**src/hdl/ptt_pkg.sv**
```systemverilog
`timescale 1ns / 1ps

package ptt_pkg;

    localparam int SLOT_W = 3;
    localparam int ID_W   = 32;
    localparam int TIME_W = 32;
    localparam int TAG_W  = 16;

    localparam logic [TIME_W-1:0] RESET_TIMEOUT = 32'd5000;

    typedef enum logic [1:0] {
        KIND_ISSUE    = 2'd0,
        KIND_RESPONSE = 2'd1,
        KIND_SWEEP    = 2'd2,
        KIND_CANCEL   = 2'd3
    } kind_t;

    typedef enum logic [2:0] {
        STATUS_ACCEPTED  = 3'd0,
        STATUS_FULL      = 3'd1,
        STATUS_SUCCESS   = 3'd2,
        STATUS_TIMEOUT   = 3'd3,
        STATUS_CANCELLED = 3'd4
    } status_t;

    typedef struct packed {
        kind_t              kind;
        logic [ID_W-1:0]    req_id;
        logic [TIME_W-1:0]  now_time;
        logic [TIME_W-1:0]  timeout;
        logic [TAG_W-1:0]   tag;
    } cmd_t;

    typedef struct packed {
        status_t            status;
        logic [SLOT_W-1:0]  slot_index;
        logic [ID_W-1:0]    result_id;
        logic [TAG_W-1:0]   result_tag;
        logic               last;
    } result_t;

    // queued job: timeout already resolved into an absolute deadline
    typedef struct packed {
        kind_t              kind;
        logic [ID_W-1:0]    req_id;
        logic [TIME_W-1:0]  now_time;
        logic [TIME_W-1:0]  deadline;
        logic [TAG_W-1:0]   tag;
    } job_t;

    typedef struct packed {
        logic full;
        logic empty;
    } fifo_flags_t;

    // expired when (now - deadline) read as signed is zero or more
    function automatic logic expired(input logic [TIME_W-1:0] now,
                                     input logic [TIME_W-1:0] deadline);
        logic [TIME_W-1:0] diff;
        diff = now - deadline;
        return ~diff[TIME_W-1];
    endfunction

endpackage

```
**src/hdl/ptt_front.sv**
```systemverilog
`timescale 1ns / 1ps

module ptt_front
(
    input  logic                  clk,
    input  logic                  rst_n,
    input  logic                  start,
    output logic                  busy,
    input  ptt_pkg::cmd_t         cmd,
    input  logic                  cfg_valid,
    output logic                  cfg_ready,
    input  logic [31:0]           cfg_data,
    input  ptt_pkg::fifo_flags_t  q_flags,
    output logic                  q_push,
    output ptt_pkg::job_t         q_job
);

    logic [ptt_pkg::TIME_W-1:0] default_timeout_reg;
    logic [ptt_pkg::TIME_W-1:0] default_timeout_next;
    logic [ptt_pkg::TIME_W-1:0] offset;

    assign cfg_ready = 1'b1;
    assign busy      = q_flags.full;
    assign q_push    = start && !q_flags.full;

    always_comb
    begin
        default_timeout_next = default_timeout_reg;
        if (cfg_valid && cfg_ready)
        begin
            default_timeout_next = cfg_data;
        end
    end

    always_ff @(posedge clk or negedge rst_n)
    begin
        if (!rst_n)
        begin
            default_timeout_reg <= ptt_pkg::RESET_TIMEOUT;
        end
        else
        begin
            default_timeout_reg <= default_timeout_next;
        end
    end

    // zero timeout picks the default; deadline wraps mod 2^32
    assign offset = (cmd.timeout != '0) ? cmd.timeout : default_timeout_reg;

    always_comb
    begin
        q_job.kind     = cmd.kind;
        q_job.req_id   = cmd.req_id;
        q_job.now_time = cmd.now_time;
        q_job.deadline = cmd.now_time + offset;
        q_job.tag      = cmd.tag;
    end

endmodule

```
**src/hdl/ptt_queue.sv**
```systemverilog
`timescale 1ns / 1ps

module ptt_queue
(
    input  logic                  clk,
    input  logic                  rst_n,
    input  logic                  push,
    input  ptt_pkg::job_t         push_job,
    input  logic                  pop,
    output ptt_pkg::job_t         head_job,
    output ptt_pkg::fifo_flags_t  flags
);

    localparam int DEPTH = 2;
    localparam int PTR_W = 1;
    localparam int CNT_W = 2;

    ptt_pkg::job_t    slots_reg [DEPTH];
    logic [PTR_W-1:0] wr_ptr_reg, wr_ptr_next;
    logic [PTR_W-1:0] rd_ptr_reg, rd_ptr_next;
    logic [CNT_W-1:0] count_reg, count_next;
    logic             do_push, do_pop;

    assign flags.full  = (count_reg == CNT_W'(DEPTH));
    assign flags.empty = (count_reg == '0);
    assign do_push     = push && !flags.full;
    assign do_pop      = pop && !flags.empty;
    assign head_job    = slots_reg[rd_ptr_reg];

    always_comb
    begin
        wr_ptr_next = wr_ptr_reg + PTR_W'(do_push);
        rd_ptr_next = rd_ptr_reg + PTR_W'(do_pop);
        count_next  = count_reg + CNT_W'(do_push) - CNT_W'(do_pop);
    end

    always_ff @(posedge clk or negedge rst_n)
    begin
        if (!rst_n)
        begin
            wr_ptr_reg <= '0;
            rd_ptr_reg <= '0;
            count_reg  <= '0;
        end
        else
        begin
            wr_ptr_reg <= wr_ptr_next;
            rd_ptr_reg <= rd_ptr_next;
            count_reg  <= count_next;
        end
    end

    always_ff @(posedge clk)
    begin
        if (do_push)
        begin
            slots_reg[wr_ptr_reg] <= push_job;
        end
    end

endmodule

```
**src/hdl/ptt_back.sv**
```systemverilog
`timescale 1ns / 1ps

module ptt_back
#(
    parameter int SLOTS = 8
)
(
    input  logic                  clk,
    input  logic                  rst_n,
    input  ptt_pkg::job_t         q_job,
    input  ptt_pkg::fifo_flags_t  q_flags,
    output logic                  q_pop,
    output logic                  strobe,
    output ptt_pkg::result_t      result
);

    localparam int IW = (SLOTS > 1) ? $clog2(SLOTS) : 1;
    localparam logic [IW-1:0] LAST_SLOT = IW'(SLOTS - 1);

    typedef enum logic [3:0] {
        ST_IDLE  = 4'b0001,
        ST_ISSUE = 4'b0010,
        ST_SCAN  = 4'b0100,
        ST_FLUSH = 4'b1000
    } state_t;

    typedef struct packed {
        logic [ptt_pkg::ID_W-1:0]   id;
        logic [ptt_pkg::TIME_W-1:0] deadline;
        logic [ptt_pkg::TAG_W-1:0]  tag;
    } entry_t;

    entry_t entry_mem [SLOTS];

    state_t            state_reg, state_next;
    ptt_pkg::job_t     job_reg, job_next;
    logic [SLOTS-1:0]  valid_reg, valid_next;
    logic [IW-1:0]     scan_idx_reg, scan_idx_next;
    logic              issuing_reg, issuing_next;
    logic              rd_vld_reg, rd_vld_next;
    logic [IW-1:0]     rd_idx_reg, rd_idx_next;
    entry_t            rd_entry_reg;
    ptt_pkg::result_t  pend_reg, pend_next;
    logic              pend_vld_reg, pend_vld_next;
    logic              strobe_reg, strobe_next;
    ptt_pkg::result_t  result_reg, result_next;

    logic              mem_we;
    logic [IW-1:0]     free_idx;
    logic              table_full;
    logic              rd_expired;
    logic              qual;
    logic              hit;
    ptt_pkg::result_t  hit_result;

    function automatic logic [ptt_pkg::SLOT_W-1:0] slot_code(input logic [IW-1:0] idx);
        logic [IW+ptt_pkg::SLOT_W-1:0] w;
        w = {{ptt_pkg::SLOT_W{1'b0}}, idx};
        return w[ptt_pkg::SLOT_W-1:0];
    endfunction

    assign strobe = strobe_reg;
    assign result = result_reg;

    // lowest free slot
    always_comb
    begin
        free_idx = '0;
        for (int i = SLOTS - 1; i >= 0; i--)
        begin
            if (!valid_reg[i])
            begin
                free_idx = IW'(i);
            end
        end
    end

    assign table_full = &valid_reg;

    // evaluate the entry read out last cycle
    assign rd_expired = ptt_pkg::expired(job_reg.now_time, rd_entry_reg.deadline);

    always_comb
    begin
        unique case (job_reg.kind)
            ptt_pkg::KIND_RESPONSE: qual = (rd_entry_reg.id == job_reg.req_id);
            ptt_pkg::KIND_SWEEP:    qual = rd_expired;
            ptt_pkg::KIND_CANCEL:   qual = 1'b1;
            ptt_pkg::KIND_ISSUE:    qual = 1'b0;
            default:                qual = 1'b0;
        endcase
    end

    assign hit = rd_vld_reg && valid_reg[rd_idx_reg] && qual;

    always_comb
    begin
        if (job_reg.kind == ptt_pkg::KIND_RESPONSE)
        begin
            hit_result.status = rd_expired ? ptt_pkg::STATUS_TIMEOUT
                                           : ptt_pkg::STATUS_SUCCESS;
        end
        else if (job_reg.kind == ptt_pkg::KIND_SWEEP)
        begin
            hit_result.status = ptt_pkg::STATUS_TIMEOUT;
        end
        else
        begin
            hit_result.status = ptt_pkg::STATUS_CANCELLED;
        end
        hit_result.slot_index = slot_code(rd_idx_reg);
        hit_result.result_id  = rd_entry_reg.id;
        hit_result.result_tag = rd_entry_reg.tag;
        hit_result.last       = 1'b0;
    end

    always_comb
    begin
        state_next    = state_reg;
        job_next      = job_reg;
        valid_next    = valid_reg;
        scan_idx_next = scan_idx_reg;
        issuing_next  = issuing_reg;
        rd_vld_next   = 1'b0;
        rd_idx_next   = scan_idx_reg;
        pend_next     = pend_reg;
        pend_vld_next = pend_vld_reg;
        strobe_next   = 1'b0;
        result_next   = result_reg;
        q_pop         = 1'b0;
        mem_we        = 1'b0;

        unique case (state_reg)
            ST_IDLE:
            begin
                if (!q_flags.empty)
                begin
                    q_pop         = 1'b1;
                    job_next      = q_job;
                    scan_idx_next = '0;
                    issuing_next  = 1'b1;
                    pend_vld_next = 1'b0;
                    state_next    = (q_job.kind == ptt_pkg::KIND_ISSUE) ? ST_ISSUE : ST_SCAN;
                end
            end

            ST_ISSUE:
            begin
                strobe_next            = 1'b1;
                result_next.result_id  = job_reg.req_id;
                result_next.result_tag = job_reg.tag;
                result_next.last       = 1'b1;
                if (table_full)
                begin
                    result_next.status     = ptt_pkg::STATUS_FULL;
                    result_next.slot_index = '0;
                end
                else
                begin
                    mem_we                 = 1'b1;
                    valid_next[free_idx]   = 1'b1;
                    result_next.status     = ptt_pkg::STATUS_ACCEPTED;
                    result_next.slot_index = slot_code(free_idx);
                end
                state_next = ST_IDLE;
            end

            ST_SCAN:
            begin
                if (issuing_reg)
                begin
                    rd_vld_next = 1'b1;
                    rd_idx_next = scan_idx_reg;
                    if (scan_idx_reg == LAST_SLOT)
                    begin
                        issuing_next = 1'b0;
                    end
                    else
                    begin
                        scan_idx_next = scan_idx_reg + IW'(1);
                    end
                end

                if (hit && job_reg.kind == ptt_pkg::KIND_RESPONSE)
                begin
                    // first match ends the search
                    valid_next[rd_idx_reg] = 1'b0;
                    strobe_next            = 1'b1;
                    result_next            = hit_result;
                    result_next.last       = 1'b1;
                    rd_vld_next            = 1'b0;
                    state_next             = ST_IDLE;
                end
                else
                begin
                    if (hit)
                    begin
                        // hold one result back so the final one can carry last
                        valid_next[rd_idx_reg] = 1'b0;
                        if (pend_vld_reg)
                        begin
                            strobe_next = 1'b1;
                            result_next = pend_reg;
                        end
                        pend_next     = hit_result;
                        pend_vld_next = 1'b1;
                    end
                    if (rd_vld_reg && rd_idx_reg == LAST_SLOT)
                    begin
                        state_next = ST_FLUSH;
                    end
                end
            end

            ST_FLUSH:
            begin
                if (pend_vld_reg)
                begin
                    strobe_next      = 1'b1;
                    result_next      = pend_reg;
                    result_next.last = 1'b1;
                end
                pend_vld_next = 1'b0;
                state_next    = ST_IDLE;
            end

            default:
            begin
                state_next = ST_IDLE;
            end
        endcase
    end

    always_ff @(posedge clk or negedge rst_n)
    begin
        if (!rst_n)
        begin
            state_reg    <= ST_IDLE;
            valid_reg    <= '0;
            issuing_reg  <= 1'b0;
            rd_vld_reg   <= 1'b0;
            pend_vld_reg <= 1'b0;
            strobe_reg   <= 1'b0;
        end
        else
        begin
            state_reg    <= state_next;
            valid_reg    <= valid_next;
            issuing_reg  <= issuing_next;
            rd_vld_reg   <= rd_vld_next;
            pend_vld_reg <= pend_vld_next;
            strobe_reg   <= strobe_next;
        end
    end

    always_ff @(posedge clk)
    begin
        job_reg      <= job_next;
        scan_idx_reg <= scan_idx_next;
        rd_idx_reg   <= rd_idx_next;
        pend_reg     <= pend_next;
        result_reg   <= result_next;
    end

    // entry table: one write port, one registered read port
    always_ff @(posedge clk)
    begin
        if (mem_we)
        begin
            entry_mem[free_idx] <= '{id:       job_reg.req_id,
                                     deadline: job_reg.deadline,
                                     tag:      job_reg.tag};
        end
    end

    always_ff @(posedge clk)
    begin
        rd_entry_reg <= entry_mem[scan_idx_reg];
    end

    a_issue_one_result: assert property (@(posedge clk) disable iff (!rst_n)
        state_reg == ST_ISSUE |=> strobe_reg && result_reg.last)
        else $error("issue did not give a single final result");

    a_single_result_last: assert property (@(posedge clk) disable iff (!rst_n)
        strobe_reg && (result_reg.status == ptt_pkg::STATUS_ACCEPTED ||
                       result_reg.status == ptt_pkg::STATUS_FULL ||
                       result_reg.status == ptt_pkg::STATUS_SUCCESS) |-> result_reg.last)
        else $error("single-result status without last");

    a_accept_takes_slot: assert property (@(posedge clk) disable iff (!rst_n)
        strobe_reg && result_reg.status == ptt_pkg::STATUS_ACCEPTED |->
        $countones(valid_reg) == $countones($past(valid_reg)) + 1)
        else $error("accepted issue did not occupy exactly one slot");

    a_flush_returns: assert property (@(posedge clk) disable iff (!rst_n)
        state_reg == ST_FLUSH |=> state_reg == ST_IDLE && !pend_vld_reg)
        else $error("flush left a held result behind");

endmodule

```
**src/hdl/pending_request_timeout_table_core.sv**
```systemverilog
`timescale 1ns / 1ps

// Channel   Dir  Handshake               Payload
// -------   ---  ---------------------   -------------------------------------
// command   in   start && !busy          cmd    (kind, id, now, timeout, tag)
// result    out  strobe, one cycle       result (status, slot, id, tag, last)
// config    in   cfg_valid && cfg_ready  cfg_data (default_timeout)
//
// In the back end an issue is dequeued, then the table is updated with the
// result registered. Response, sweep and cancel walk the entry table one
// slot per cycle through its single read port; a matching response ends the
// walk early. A two-deep command queue sits between front and back end;
// busy is high while it is full. Reset clears all valid bits and the queue
// and sets the default timeout to 5000 ms; no clearing pass is needed.
// Results cannot be stalled: each transaction is on the port for one cycle.

module pending_request_timeout_table_core
#(
    parameter int SLOTS = 8
)
(
    input  logic               clk,
    input  logic               rst_n,
    input  logic               start,
    output logic               busy,
    input  ptt_pkg::cmd_t      cmd,
    output logic               strobe,
    output ptt_pkg::result_t   result,
    input  logic               cfg_valid,
    output logic               cfg_ready,
    input  logic [31:0]        cfg_data
);

    // front end -> queue -> back end
    ptt_pkg::fifo_flags_t q_flags;
    ptt_pkg::job_t        push_job;
    ptt_pkg::job_t        head_job;
    logic                 q_push;
    logic                 q_pop;

    // Front end: takes command transactions, owns the default timeout and
    // turns each issue's timeout into an absolute wrapping deadline.
    ptt_front u_front
    (
        .clk       (clk),
        .rst_n     (rst_n),
        .start     (start),
        .busy      (busy),
        .cmd       (cmd),
        .cfg_valid (cfg_valid),
        .cfg_ready (cfg_ready),
        .cfg_data  (cfg_data),
        .q_flags   (q_flags),
        .q_push    (q_push),
        .q_job     (push_job)
    );

    // Short queue so the front end keeps taking transactions while the
    // back end is busy walking the table.
    ptt_queue u_queue
    (
        .clk      (clk),
        .rst_n    (rst_n),
        .push     (q_push),
        .push_job (push_job),
        .pop      (q_pop),
        .head_job (head_job),
        .flags    (q_flags)
    );

    // Back end: owns the table (valid flops plus entry memory), allocates
    // slots, matches responses and runs sweep / cancel passes.
    ptt_back #(.SLOTS(SLOTS)) u_back
    (
        .clk     (clk),
        .rst_n   (rst_n),
        .q_job   (head_job),
        .q_flags (q_flags),
        .q_pop   (q_pop),
        .strobe  (strobe),
        .result  (result)
    );

endmodule
```
**config.mk**
```make
export PLATFORM = sky130hd
export DESIGN_NAME = pending_request_timeout_table_core
export DESIGN_NICKNAME = d
export VERILOG_FILES = /design/src/hdl/ptt_pkg.sv /design/src/hdl/ptt_front.sv /design/src/hdl/ptt_queue.sv /design/src/hdl/ptt_back.sv /design/src/hdl/pending_request_timeout_table_core.sv
export SDC_FILE = /design/constraint.sdc
export NUM_CORES = 1
export LEC_CHECK = 0
export ABC_AREA = 1
export BUFFER_PORTS_ARGS = -buffer_cell sky130_fd_sc_hd__buf_2
export CAP_MARGIN = 0
export CORE_MARGIN = 4
export CORE_UTILIZATION = 55
export DETAILED_ROUTE_END_ITERATION = 7
export GPL_ROUTABILITY_DRIVEN = 0
export HOLD_SLACK_MARGIN = 0.05
export PLACE_DENSITY = 0.74
export SLEW_MARGIN = 20
export SYNTH_ARGS = -nofsm -noshare
export SYNTH_HDL_FRONTEND = slang
export SYNTH_SLANG_ARGS = --single-unit
```
**constraint.sdc**
```tcl
create_clock -name clk -period 7.5 [get_ports clk]
set_clock_uncertainty 0.2 [all_clocks]
set_input_delay 0.75 -clock clk [delete_from_list [all_inputs] [get_ports clk]]
set_output_delay 0.75 -clock clk [all_outputs]
set_load 0.03 [all_outputs]
```
==> metrics.csv, run 1 <==
stage,metric,value,unit
outcome,status,finished clean,
floorplanning,design.core.area,0.0882,mm^2
critical_path,worstPathMaxFanout,53,
clock_tree,clkTransAtPathRegs,0.06,ns
logic_synthesis,ys_warn_count,0,
clock_tree,cts_resized,0,
routing,routed_via_density,5.69,
global_routing,antenna_found_initial,5,
logic_synthesis,ys_ff_latch,1229,
floorplanning,die-width,306,um
timing,rsz0062_at_grt,false,
clock_tree,cts_sinks,1229,
clock_tree,cts_root_buf,clkbuf_16,
power_and_ir_drop,p_int,14.5,mW
timing,relSlewSlack,33.0,%
logic_synthesis,syn-num-nets,4289,
final_layout,final_cell_mix,"1094 x edfxtp_1, 792 x nand2_1, 663 x nor2_1",
power_and_ir_drop,switching_power,7.60,mW
routing,vias,31600,
power_and_ir_drop,ir_drop,0.000355,V
critical_path,worstPathArrival,5.04,ns
critical_path,required,7.62,ns
placement,place_ws,2.25,ns
logic_synthesis,synth-xor-area-share,0.843,%
logic_synthesis,synth_mux_area_share,0.0205,%
flow_run,maxCapViolCount,0,
worst_hold_path,hold_path_class,in2reg,
placement,dp_cells,5283,
final_layout,final.fill_count,6534,
global_routing,grt_first_pass_wirelength,174000,um
power_and_ir_drop,switching_share,34.4,%
routing,drt_pass1_iterations,5,
power_and_ir_drop,combPwrFrac,25.9,%
logic_synthesis,yosysSeqAreaShare,73.3,%
final_layout,final_common_cell,edfxtp_1,
logic_synthesis,synth_fa_ha_area_share,1.81,%
power_and_ir_drop,p_seq_share,47.9,%
final_layout,fin_nets,4501,
logic_synthesis,synth_cell_types,43,
clock_tree,clockBufferDepth,3,
global_routing,grt_max_degree,183,
clock_tree,h-tree-depth,3,
global_routing,grt-ovfl-total,0,
logic_synthesis,postSynthAreaPerCell,12.0,um^2
routing,wl_per_cell,20.5,um
power_and_ir_drop,p_leak,20.7,nW
clock_tree,cts_buffers,116,
floorplanning,boundaryPins,208,
logic_synthesis,synth-edff-count,1094,
routing,antenna_left,0,
timing,setup_tns,0,ns
timing,timing.final.ws_setup,2.59,ns
logic_synthesis,synthCells,4069,
logic_synthesis,synth-compound-area-share,7.36,%
global_routing,grt_pass1_vias,30600,
timing,setup_viol,0,
routing,drt-total-wl,114000,um
logic_synthesis,synthesis.area,0.0488,mm^2
critical_path,crit_type,reg2reg,
final_layout,drive_above_1_share,10.5,%
final_layout,largest_reg_flops,640,
critical_path,cp-start-kind,flip-flop,
placement,io_buffers,206,
timing,tightest_slew,1.01,ns
final_layout,regArea,0.0358,mm^2
timing,fmax,204,MHz
timing,slew_viol_final,0,
floorplanning,placementRows,109,
final_layout,syn2layout_area_growth,13.3,%
floorplanning,dieHeight,306,um
timing,period_share,65.5,%
timing,fin_crit,4.91,ns
floorplanning,dieArea,0.0936,mm^2
routing,drc,0,
logic_synthesis,synth_top_family_by_area,simple AND/OR/NAND/NOR gates,
routing,drtIter0Drc,3161,
timing,finalHoldViolCount,0,
power_and_ir_drop,pwr-share-clk,26.1,%
placement,dpl.hpwl,63600,um
logic_synthesis,synth_simple_gate_area_share,13.5,%
critical_path,cp-end-kind,flip-flop,
clock_tree,clk_latency,0.69,ns
floorplanning,start_util,55.4,%
power_and_ir_drop,power_density,399,mW/mm^2
global_routing,grtUsageTotal,23.8,%
logic_synthesis,synth-main-ff-cell,edfxtp_1,
clock_tree,cts_tree,built,
final_layout,multi_input_area,0.0116,mm^2
logic_synthesis,async_flop_share,4.23,%
final_layout,fin_cells,5550,
[synth_stat cells, types with 4 or more instances]
| cell type | n | area share, % |
|---|---|---|
| ha_1 | 69 | 1.8 |
| nor3_1 | 15 | 0.15 |
| edfxtp_1 | 1094 | 67 |
| dfxtp_1 | 83 | 3.4 |
| nor4_1 | 9 | 0.12 |
| nand3_1 | 94 | 0.96 |
| buf_2 | 16 | 0.16 |
| buf_1 | 14 | 0.11 |
| dfrtp_1 | 46 | 2.4 |
| inv_1 | 197 | 1.5 |
| nand2_1 | 792 | 6.1 |
| or2_2 | 8 | 0.10 |
| xor2_1 | 33 | 0.59 |
| a21o_1 | 5 | 0.077 |
| nor2_1 | 672 | 5.2 |
| xnor2_1 | 14 | 0.25 |
| nand4_1 | 59 | 0.76 |
| o21ai_0 | 389 | 4.0 |
| a21oi_1 | 78 | 0.80 |
| o21ai_1 | 4 | 0.041 |
| a31oi_1 | 88 | 1.1 |
| o22ai_1 | 82 | 1.1 |
| o21bai_1 | 8 | 0.12 |
| dfstp_2 | 6 | 0.32 |
| clkbuf_1 | 169 | 1.3 |
[worst max-delay path, stage by stage, from the launching register on]
cell and delay (ns):
edfxtp_1 0.62, inv_1 0.10, nand2_1 0.07, o21ai_0 0.15, nor2_1 0.17, nand3_1 0.16
nor2_1 0.14, nand3_1 0.10, nor2_1 0.21, nor2_1 0.09, nand2_2 0.07, buf_4 0.54
nand3_4 0.11, nand2_1 0.22, nand2_1 0.21, a21oi_4 0.75, buf_4 0.53
[through the flow]
stage / utilization (%) / total power [mW] / instance area (um^2) / hold WS (ns)
2_1_floorplan: - / 14.2 / 48800 / 0.172
3_3_place_gp: 57.9 / 16.1 / 51100 / 0.213
3_5_place_dp: 57.9 / 16.3 / 51100 / 0.214
4_1_cts: 62.7 / 22.1 / 55300 / 0.0501
5_1_grt: 62.7 / 23.2 / 55300 / 0.0558
6_report: 62.7 / 22.1 / 55300 / 0.0843
[cell type report]
class,count,area share (%)
Antenna cell,2,0.00905
Clock buffer,167,5.96
Clock inverter,53,0.891
Inverter,201,1.40
Multi-Input combinational cell,2439,21.0
Sequential cell,1229,64.8
Tap cell,1165,2.63
Timing Repair Buffer,294,3.34
[logic make-up (layout without fill, tap and decap cells)]
logic type,Yosys count,in the layout
compound gates,663,663
xor+xnor,47,47
fa+ha+maj,70,70
buf+inv,401,715
flops,1229,1229
mux,1,1
other cells,1,3
simple gates,1657,1657
[path summary, 6_finish.rpt]
kind,start,end,slack (ns),cells after the start
worst min-delay path,cmd[91],u_queue.slots_reg[1][91]$_DFFE_PP_,0.08,1
worst min register to register,u_back.hit_result[7]$_DFF_P_,u_back.pend_reg[7]$_DFFE_PP_,0.23,0
max in group asynchronous,rst_n,u_queue.rd_ptr_reg$_DFF_PN0_,5.93,3
min in group asynchronous,rst_n,u_queue.rd_ptr_reg$_DFF_PN0_,0.58,3
worst max register to register,u_back.job_reg[97]$_DFFE_PP_,u_back.result[42]$_DFFE_PP_,2.59,16
worst max-delay path,u_back.job_reg[97]$_DFFE_PP_,u_back.result[42]$_DFFE_PP_,2.59,16
[power groups by stage]
stage	clock (mW)	sequential, mW	combinational (mW)
2_1_floorplan	0	10.5	3.71
3_3_place_gp	0	10.6	5.49
3_5_place_dp	0	10.7	5.63
4_1_cts	5.83	10.6	5.70
5_1_grt	6.12	10.7	6.36
6_report	5.76	10.6	5.72
[per-layer routing]
metal / track usage, % / routed length (um) / vias to the layer above
li1: - / - / 14700
met1: 33.2 / 46700 / 15200
met2: 38.2 / 53300 / 1514
met3: 4.80 / 10500 / 224
met4: 7.62 / 3230 / 4
met5: 0 / 28 / -
[what timing repair did]
item | CTS | global route
hold endpoints to repair | 100 | 0
setup buffers | 0 | 0
endpoints found under the setup margin | 0 | 0
hold buffers | 44 | 0
Note: power is estimated with default switching activity, not from simulation.
==> run 2, diff against run 1 <==
- CORE_UTILIZATION: 55 -> 61
- PLACE_DENSITY: 0.74 -> 0.78
- clock period: 7.5 -> 5.1 ns (I/O delays scaled with it)
==> run 2 against run 1 <==
Net effect:
- final area up 1.3%
- utilization up 8.2 points
- via count up 2.3%
- final cell count down 0.61%
- die area down 9.6%
- critical path depth up 1
- clock power up 46%
- worst setup slack worse by 1.6 ns
==> metrics.csv, run 2 (synthesis results as in run 1) <==
stage,metric,value,unit
floorplanning,placementRows,103,
routing,drt_pass1_iterations,6,
routing,drt-total-wl,114000,um
critical_path,worstPathMaxFanout,55,
power_and_ir_drop,p_leak,21.0,nW
timing,relSlewSlack,27.5,%
final_layout,multi_input_area,0.0116,mm^2
floorplanning,dieHeight,291,um
routing,vias,32300,
clock_tree,clk_latency,0.69,ns
routing,routed_via_density,5.86,
timing,setup_viol,0,
clock_tree,clkTransAtPathRegs,0.06,ns
final_layout,final.fill_count,5039,
clock_tree,clockBufferDepth,3,
floorplanning,dieArea,0.0847,mm^2
power_and_ir_drop,power_density,580,mW/mm^2
final_layout,fin_nets,4586,
routing,drc,0,
global_routing,grtUsageTotal,26.2,%
critical_path,r2r_start,u_back.job_reg[50]$_DFFE_PP_,
floorplanning,start_util,61.7,%
flow_run,maxCapViolCount,0,
timing,fmax,243,MHz
clock_tree,cts_resized,0,
power_and_ir_drop,ir_drop,0.000512,V
timing,fin_crit,4.11,ns
final_layout,regArea,0.0358,mm^2
clock_tree,cts_tree,built,
floorplanning,design.core.area,0.0791,mm^2
timing,rsz0062_at_grt,false,
placement,place_ws,0.630,ns
timing,timing.final.ws_setup,0.992,ns
critical_path,cp-end-kind,flip-flop,
worst_hold_path,hold_path_class,in2reg,
timing,finalHoldViolCount,0,
global_routing,grt_first_pass_wirelength,173000,um
final_layout,final_common_cell,edfxtp_1,
floorplanning,boundaryPins,208,
timing,slew_viol_final,0,
final_layout,final_cell_mix,"1094 x edfxtp_1, 792 x nand2_1, 663 x nor2_1",
placement,dpl.hpwl,64000,um
critical_path,critPathLaunch,u_back.job_reg[50]$_DFFE_PP_,
critical_path,r2r_setup_slack,0.99,ns
final_layout,syn2layout_area_growth,14.8,%
global_routing,grt_max_degree,185,
clock_tree,h-tree-depth,3,
placement,io_buffers,206,
timing,setup_tns,0,ns
global_routing,antenna_found_initial,2,
critical_path,cp-start-kind,flip-flop,
timing,period_share,80.5,%
routing,antenna_left,0,
routing,drtIter0Drc,3837,
timing,tightest_slew,1.09,ns
routing,wl_per_cell,20.6,um
clock_tree,cts_buffers,114,
floorplanning,die-width,291,um
outcome,status,finished clean,
clock_tree,cts_sinks,1229,
final_layout,postLayoutCoreUtil,70.9,%
clock_tree,cts_root_buf,clkbuf_16,
critical_path,required,5.21,ns
timing,holdWs,0.214,ns
final_layout,drive_above_1_share,10.6,%
critical_path,endpoint,u_back.result[13]$_DFFE_PP_,
critical_path,rr_worst_depth,17,
global_routing,grt-ovfl-total,0,
critical_path,crit_type,reg2reg,
critical_path,worstPathArrival,4.21,ns
critical_path,reg2reg_to,u_back.result[13]$_DFFE_PP_,
worst_hold_path,holdPathStages,5,
final_layout,largest_reg_flops,640,
global_routing,grt_pass1_vias,31100,
[run 2: changes by cell type in the layout (fill, tap and decap cells not counted), sizes merged, moves of 2 or more]
cell and delta:
clkbuf -10, bufinv +2, clkinv +2, dlygate4sd3 +71, buf +16, clkinvlp +2
[run 2: metal layers]
| layer | vias to the layer above | wire length [um] | track usage (%) |
|---|---|---|---|
| met5 | - | 27 | 0 |
| met4 | 4 | 4170 | 10.3 |
| met3 | 318 | 10700 | 4.36 |
| met2 | 1748 | 54300 | 42.8 |
| met1 | 15400 | 44700 | 35.9 |
| li1 | 14800 | - | - |
[run 2: timing repair]
| item | 4_1_cts | 5_1_grt |
|---|---|---|
| hold buffers | 115 | 0 |
| buffers inserted | 0 | 0 |
| hold endpoints to repair | 242 | 0 |
[run 2: worst min path at each step]
stage | start | endpoint | slack (ns)
finish | start | u_queue.wr_ptr_reg$_DFF_PN0_ | 0.21
global route | start | u_queue.wr_ptr_reg$_DFF_PN0_ | 0.22
CTS | start | u_queue.wr_ptr_reg$_DFF_PN0_ | 0.16
detailed placement | u_back.hit_result[6]$_DFF_P_ | u_back.pend_reg[6]$_DFFE_PP_ | 0.22
global placement | u_back.hit_result[8]$_DFF_P_ | u_back.pend_reg[8]$_DFFE_PP_ | 0.21
floorplan | rst_n | u_back.issuing_reg$_DFFE_PN0P_ | 0.01
[run 2: worst max-delay path: stages, from the launching register on]
cell and delay (ns):
edfxtp_1 0.42, ha_1 0.31, a21oi_1 0.15, nand2_1 0.20
nand2_1 0.12, nand2_1 0.06, nand2_1 0.06, nand2_1 0.12
nand2_1 0.21, nand2_1 0.11, nand2_1 0.09, nand3_1 0.12
nand2_2 0.26, nand3_4 0.10, nand2_1 0.23, nand2_1 0.20
a21oi_4 0.16, buf_4 0.60
[run 2: cell type report]
cell class / instances / area share (%)
Sequential cell: 1229 / 63.9
Tap cell: 1050 / 2.34
Timing Repair Buffer: 381 / 4.95
Inverter: 201 / 1.37
Multi-Input combinational cell: 2439 / 20.7
Clock buffer: 157 / 5.63
Antenna cell: 1 / 0.00446
Clock inverter: 58 / 1.06
[run 2: through the flow]
stage	total power, mW	instance area [um^2]	std cells
3_5_place_dp	24.1	51100	5184
6_report	32.5	56100	5516
3_3_place_gp	23.7	51100	5184
4_1_cts	32.5	56000	5514
5_1_grt	34.1	56100	5515
2_1_floorplan	20.9	48800	4069
[run 2: power breakdown]
part / internal (mW) / leakage [nW] / switching [mW]
Combinational: 2.43 / 7.89 / 6.22
Sequential: 14.0 / 11.3 / 1.43
Clock: 4.83 / 1.82 / 3.58
